`config.mk`:
```
export PLATFORM = sky130hd
export DESIGN_NAME = swlp_cell
export DESIGN_NICKNAME = d
export VERILOG_FILES = /design/src/hw/rtl/swlp_pkg.sv /design/src/hw/rtl/swlp_cell.sv
export SDC_FILE = /design/constraint.sdc
export NUM_CORES = 1
export LEC_CHECK = 0
export BUFFER_PORTS_ARGS = -buffer_cell sky130_fd_sc_hd__buf_2
export CORE_MARGIN = 1.5
export CORE_UTILIZATION = 50
export CTS_BUF_LIST = sky130_fd_sc_hd__clkbuf_8
export CTS_CLUSTER_SIZE = 14
export DETAILED_ROUTE_END_ITERATION = 12
export GPL_ROUTABILITY_DRIVEN = 0
export PLACE_DENSITY_LB_ADDON = 0.1
export SLEW_MARGIN = 20
export SYNTH_ARGS = -nofsm -noshare
export SYNTH_HDL_FRONTEND = slang
export SYNTH_SLANG_ARGS = --single-unit
```
`constraint.sdc`:
```
create_clock -name clk -period 9.2 [get_ports clk]
set_input_delay 0.46 -clock clk [delete_from_list [all_inputs] [get_ports clk]]
set_output_delay 0.46 -clock clk [all_outputs]
set_load 0.01 [all_outputs]
```
`src/hw/rtl/swlp_pkg.sv`:
```
// ----------------------------------------------------------------------------
// swlp_pkg: shared definitions for the sliding window percentile unit
// Field widths, register map codes, reset values, rank arithmetic constants
// and the control bundle broadcast to the sorted cell chain.
// ----------------------------------------------------------------------------
package swlp_pkg;

	// payload field widths
	localparam int IN_W   = 24;
	localparam int THR_W  = 24;
	localparam int PCT_W  = 7;
	localparam int FILL_W = 11;
	localparam int VAL_W  = 24;

	// default sizing
	localparam int DEF_WINDOW      = 1024;
	localparam int DEF_SAMPLE_BITS = 24;

	// register map
	localparam int APB_AW  = 3;
	localparam int APB_DW  = 32;
	localparam int REG_LSB = 2;
	localparam logic REG_THR = 1'b0;
	localparam logic REG_PCT = 1'b1;

	// register reset values
	localparam logic [THR_W-1:0] THR_RESET = 24'd100000;
	localparam logic [PCT_W-1:0] PCT_RESET = 7'd99;
	localparam logic [PCT_W-1:0] PCT_MIN   = 7'd1;
	localparam logic [PCT_W-1:0] PCT_MAX   = 7'd100;

	// rank = (n*p + 99) / 100 - 1, the divide done as a reciprocal multiply
	// numerator stays below 2^19 for windows up to 4096 entries
	localparam int NUM_W       = 19;
	localparam int RANK_ROUND  = 99;
	localparam int RECIP_W     = 20;
	localparam int RECIP_100   = 671089;
	localparam int RECIP_SHIFT = 26;

	// width of one rank select group
	localparam int SEL_GROUP = 32;

	// control broadcast to every cell of the chain
	typedef struct packed {
		logic en;   // update the chain this cycle
		logic rm;   // window full: drop the oldest value
	} upd_ctrl_t;

endpackage

```
`src/hw/rtl/swlp_cell.sv`:
```
// ----------------------------------------------------------------------------
// swlp_cell: one slot of the sorted sample chain
// Holds one sample. On an update it drops the oldest value by taking its right
// neighbour, then makes room for the new sample by taking its left neighbour.
// Only neighbour values are looked at, so all cells of the chain update together.
// ----------------------------------------------------------------------------
module swlp_cell #(
	parameter int DW    = swlp_pkg::DEF_SAMPLE_BITS,
	parameter int CNT_W = $clog2(swlp_pkg::DEF_WINDOW + 1),
	parameter int POS   = 0
) (
	input  logic                clk,
	input  swlp_pkg::upd_ctrl_t ctl,
	input  logic [DW-1:0]       sample,
	input  logic [DW-1:0]       old_val,
	input  logic [CNT_W-1:0]    count_m,
	input  logic [DW-1:0]       nxt_val,
	input  logic [DW-1:0]       prev_m,
	input  logic                prev_gm,
	output logic [DW-1:0]       val,
	output logic [DW-1:0]       link_m,
	output logic                link_gm
);

	logic [DW-1:0] val_q;
	logic          rm_here;
	logic          gt_own;
	logic          gt_nxt;
	logic          in_use;

	// removal: every slot from the first copy of the oldest value shifts left
	assign rm_here = ctl.rm && (val_q >= old_val);
	assign link_m  = rm_here ? nxt_val : val_q;

	// compares against the new sample run in parallel with the removal select
	assign gt_own  = val_q > sample;
	assign gt_nxt  = nxt_val > sample;
	assign in_use  = CNT_W'(POS) < count_m;
	assign link_gm = !in_use || (rm_here ? gt_nxt : gt_own);

	// insertion: slots above the new sample shift right, the first takes it
	always_ff @(posedge clk) begin
		if (ctl.en) begin
			if (!link_gm)
				val_q <= link_m;
			else if (!prev_gm)
				val_q <= sample;
			else
				val_q <= prev_m;
		end
	end

	assign val = val_q;

endmodule

```
==> out/results.txt <==
Worst clock skew: 0.007656 ns
Yosys Warn Count: 0
Post-Syn Area: 0.003289 sq mm
Die X: 84.11 um
Max IR drop VDD: 0.1147 mV
Port bufs: 159
Layout cells sized above 1: 37.88%
Routed WL: 8.838 mm
Final period util: 46.88%
Setup_tns: 0 ns
Max FO, Critical Path: 27
Setup crit start kind: flop
Seq/Total Area, Yosys: 21.91%
Root Driver: clkbuf_8
TritonCTS Buffers: 3
Drt first pass iters: 4
GR Layer Usage met3: 2.572%
Post-place instance area: 0.004134 sq mm
Post-DP HPWL: 7.306 mm
Met1 Use GR: 33.13%
Final Hold Viols: 0
Worst-path clk slew: 0.10 ns
Crit path time final: 4.313 ns
CP Capture Type: output port
Leak pwr: 2.194 nW
Maxcap violations: 0
Largest net degree at the start of global routing: 48
Die Ht: 84.11 um
Design area: 0.004180 sq mm
Detail Route Antenna Nets: 0
Max reg flops: 24
Pwr dens: 188.3 mW/mm^2
Fin nets: 704
Initial Util: 51.80%
FF+latch count, synth: 24
Final Util: 65.83%
Top Ports: 160
Diodes inserted: 0
RSZ-0062 raised after global routing: no
Die Area: 0.007074 sq mm
# resized after CTS: 0
Fmax: 231.9 MHz
DRC errors left: 0
Req. time, crit path: 8.74 ns
Power consumption: 0.7873 mW
Clk sinks: 24
Psw: 0.3389 mW
First-pass GRT wire length: 14.43 mm
Wire per inst: 14.80 um
Final hold slack: 0.5560 ns
GR peak layer: met2
Vias: 3,227
Vias in the first global route: 3,181
Area of the multi-input gates: 0.002327 sq mm
Initial antenna violation count: 0
Least-Margin Pin Slew: 0.7110 ns
Clock Latency Late Sink: 0.28 ns
Clock Power Share: 8.8%
Distinct cells, synth: 36
Cell row count: 29
Final setup vio count: 0
Ranking of synthesized cells by area: ha_1 (27%), edfxtp_1 (22%), mux2_2 (9.9%)
Syn Inst Count: 366
CTS tree: done
Core footprint: 0.006350 sq mm
Synth area leader: ha_1
Yosys top cell area share: 27.39%
Critical path class: reg2out
Synthesized Nets: 549
Htree depth: 1
Internal: 0.4484 mW
Post-CTS setup buffer count: 0
Initial DRC count: 113
GRT Residual Overflow: 0
Sequential Power Share: 27.0%
Clock Path Buffers: 2
Arrival @ worst endpoint: 3.85 ns
Fin. max-slew vios: 0
Met2 usage: 42.91%
Via density: 5.405
Avg Synthesized Cell Area: 8.987 sq um
Gate power share: 64.1%
Sw frac: 43.05%
Status: finished, final reports clean
Fillers: 567
Syn-to-layout area delta: 27.08%
Reg area: 720.7 sq um
Worst hold path type: in2reg
Cts hold-fix bufs: 0
Rel. slew slack: 52.17%
Total track usage: 24.68%
[cell type report]
cell class,count,share of cell area [%]
sequential,24,17.24
multi-input combinational,282,55.67
tap,77,2.305
timing repair buffer,160,19.22
clock inverter,1,0.08979
inverter,50,4.490
clock buffer,3,0.9877
[per-layer routing]
metal | share of wire, % | vias to the layer above
met5 | 0 | -
met4 | 0.93 | 0
met3 | 6.4 | 6
met2 | 46 | 118
met1 | 47 | 1448
li1 | - | 1655
[cell usage after synthesis (all sizes together)]
master,number
nor3,5
a21boi,2
a31o,1
o211ai,3
a2111oi,3
nand2,40
ha,72
mux2,48
o21a,1
a211o,1
edfxtp,24
and3,1
nor2,6
nor2b,2
nand2b,1
o22a,1
a21oi,29
nor4,4
a21o,3
a221oi,1
nand4,12
nand3,8
o21ai,33
a211oi,2
inv,50
o31ai,1
clkbuf,4
buf,6
o311ai,1
a41oi,1
[power groups by stage]
stage	Combinational, mW	Clock, mW	Sequential [mW]
5_1_grt	0.560	0.0754	0.218
6_report	0.505	0.0696	0.213
3_5_place_dp	0.504	0	0.216
4_1_cts	0.507	0.0700	0.213
2_1_floorplan	0.326	0	0.221
3_3_place_gp	0.493	0	0.215
[worst paths after layout]
check	to	cells after the start	start	slack [ns]
worst max-delay path	link_gm	11	val[17]$_DFFE_PP_	4.89
worst min-delay path	val[11]$_DFFE_PP_	4	prev_m[11]	0.56
worst max register to register	val[1]$_DFFE_PP_	10	val[17]$_DFFE_PP_	5.20
worst min register to register	val[19]$_DFFE_PP_	2	val[19]$_DFFE_PP_	0.79
[kinds of logic after synthesis]
| kind of cell | after synthesis | synth area share, % |
|---|---|---|
| compound gates | 83 | 15.29 |
| fa+ha+maj | 72 | 27.39 |
| simple gates | 79 | 11.60 |
| flops | 24 | 21.91 |
| mux | 48 | 16.43 |
| buf+inv | 60 | 7.379 |
[through the flow]
stage | std cells | setup WS [ns]
finish | 597 | 4.887
global route | 597 | 4.591
CTS | 597 | 4.565
detailed placement | 593 | 4.787
global placement | 593 | 4.859
floorplan | 366 | 6.143
[cells in the final DEF, fill, tap and decap left out, types with 2 or more instances in the layout]
master / n
nor2_1: 6
mux2_2: 29
nor4_1: 4
a2111oi_0: 2
mux2_1: 19
nand4_1: 12
buf_2: 159
a21oi_1: 29
edfxtp_1: 24
o211ai_1: 3
clkbuf_8: 3
nand2_1: 40
a21boi_0: 2
a21o_1: 3
o21ai_0: 33
ha_1: 72
nor3_1: 4
nand3_1: 8
nor2b_1: 2
inv_1: 50
[worst max-delay path, cell delays in order, from the launching register on]
cell       delay (ns)
edfxtp_1         0.46
ha_1             0.32
a21oi_1          0.16
o21ai_0          0.17
a2111oi_0        0.45
o21ai_0          0.29
o22a_2           0.53
and3_1           0.28
nor3_4           0.31
buf_4            0.39
inv_1            0.06
buf_2            0.14
Note: power is estimated with default switching activity, not from simulation.
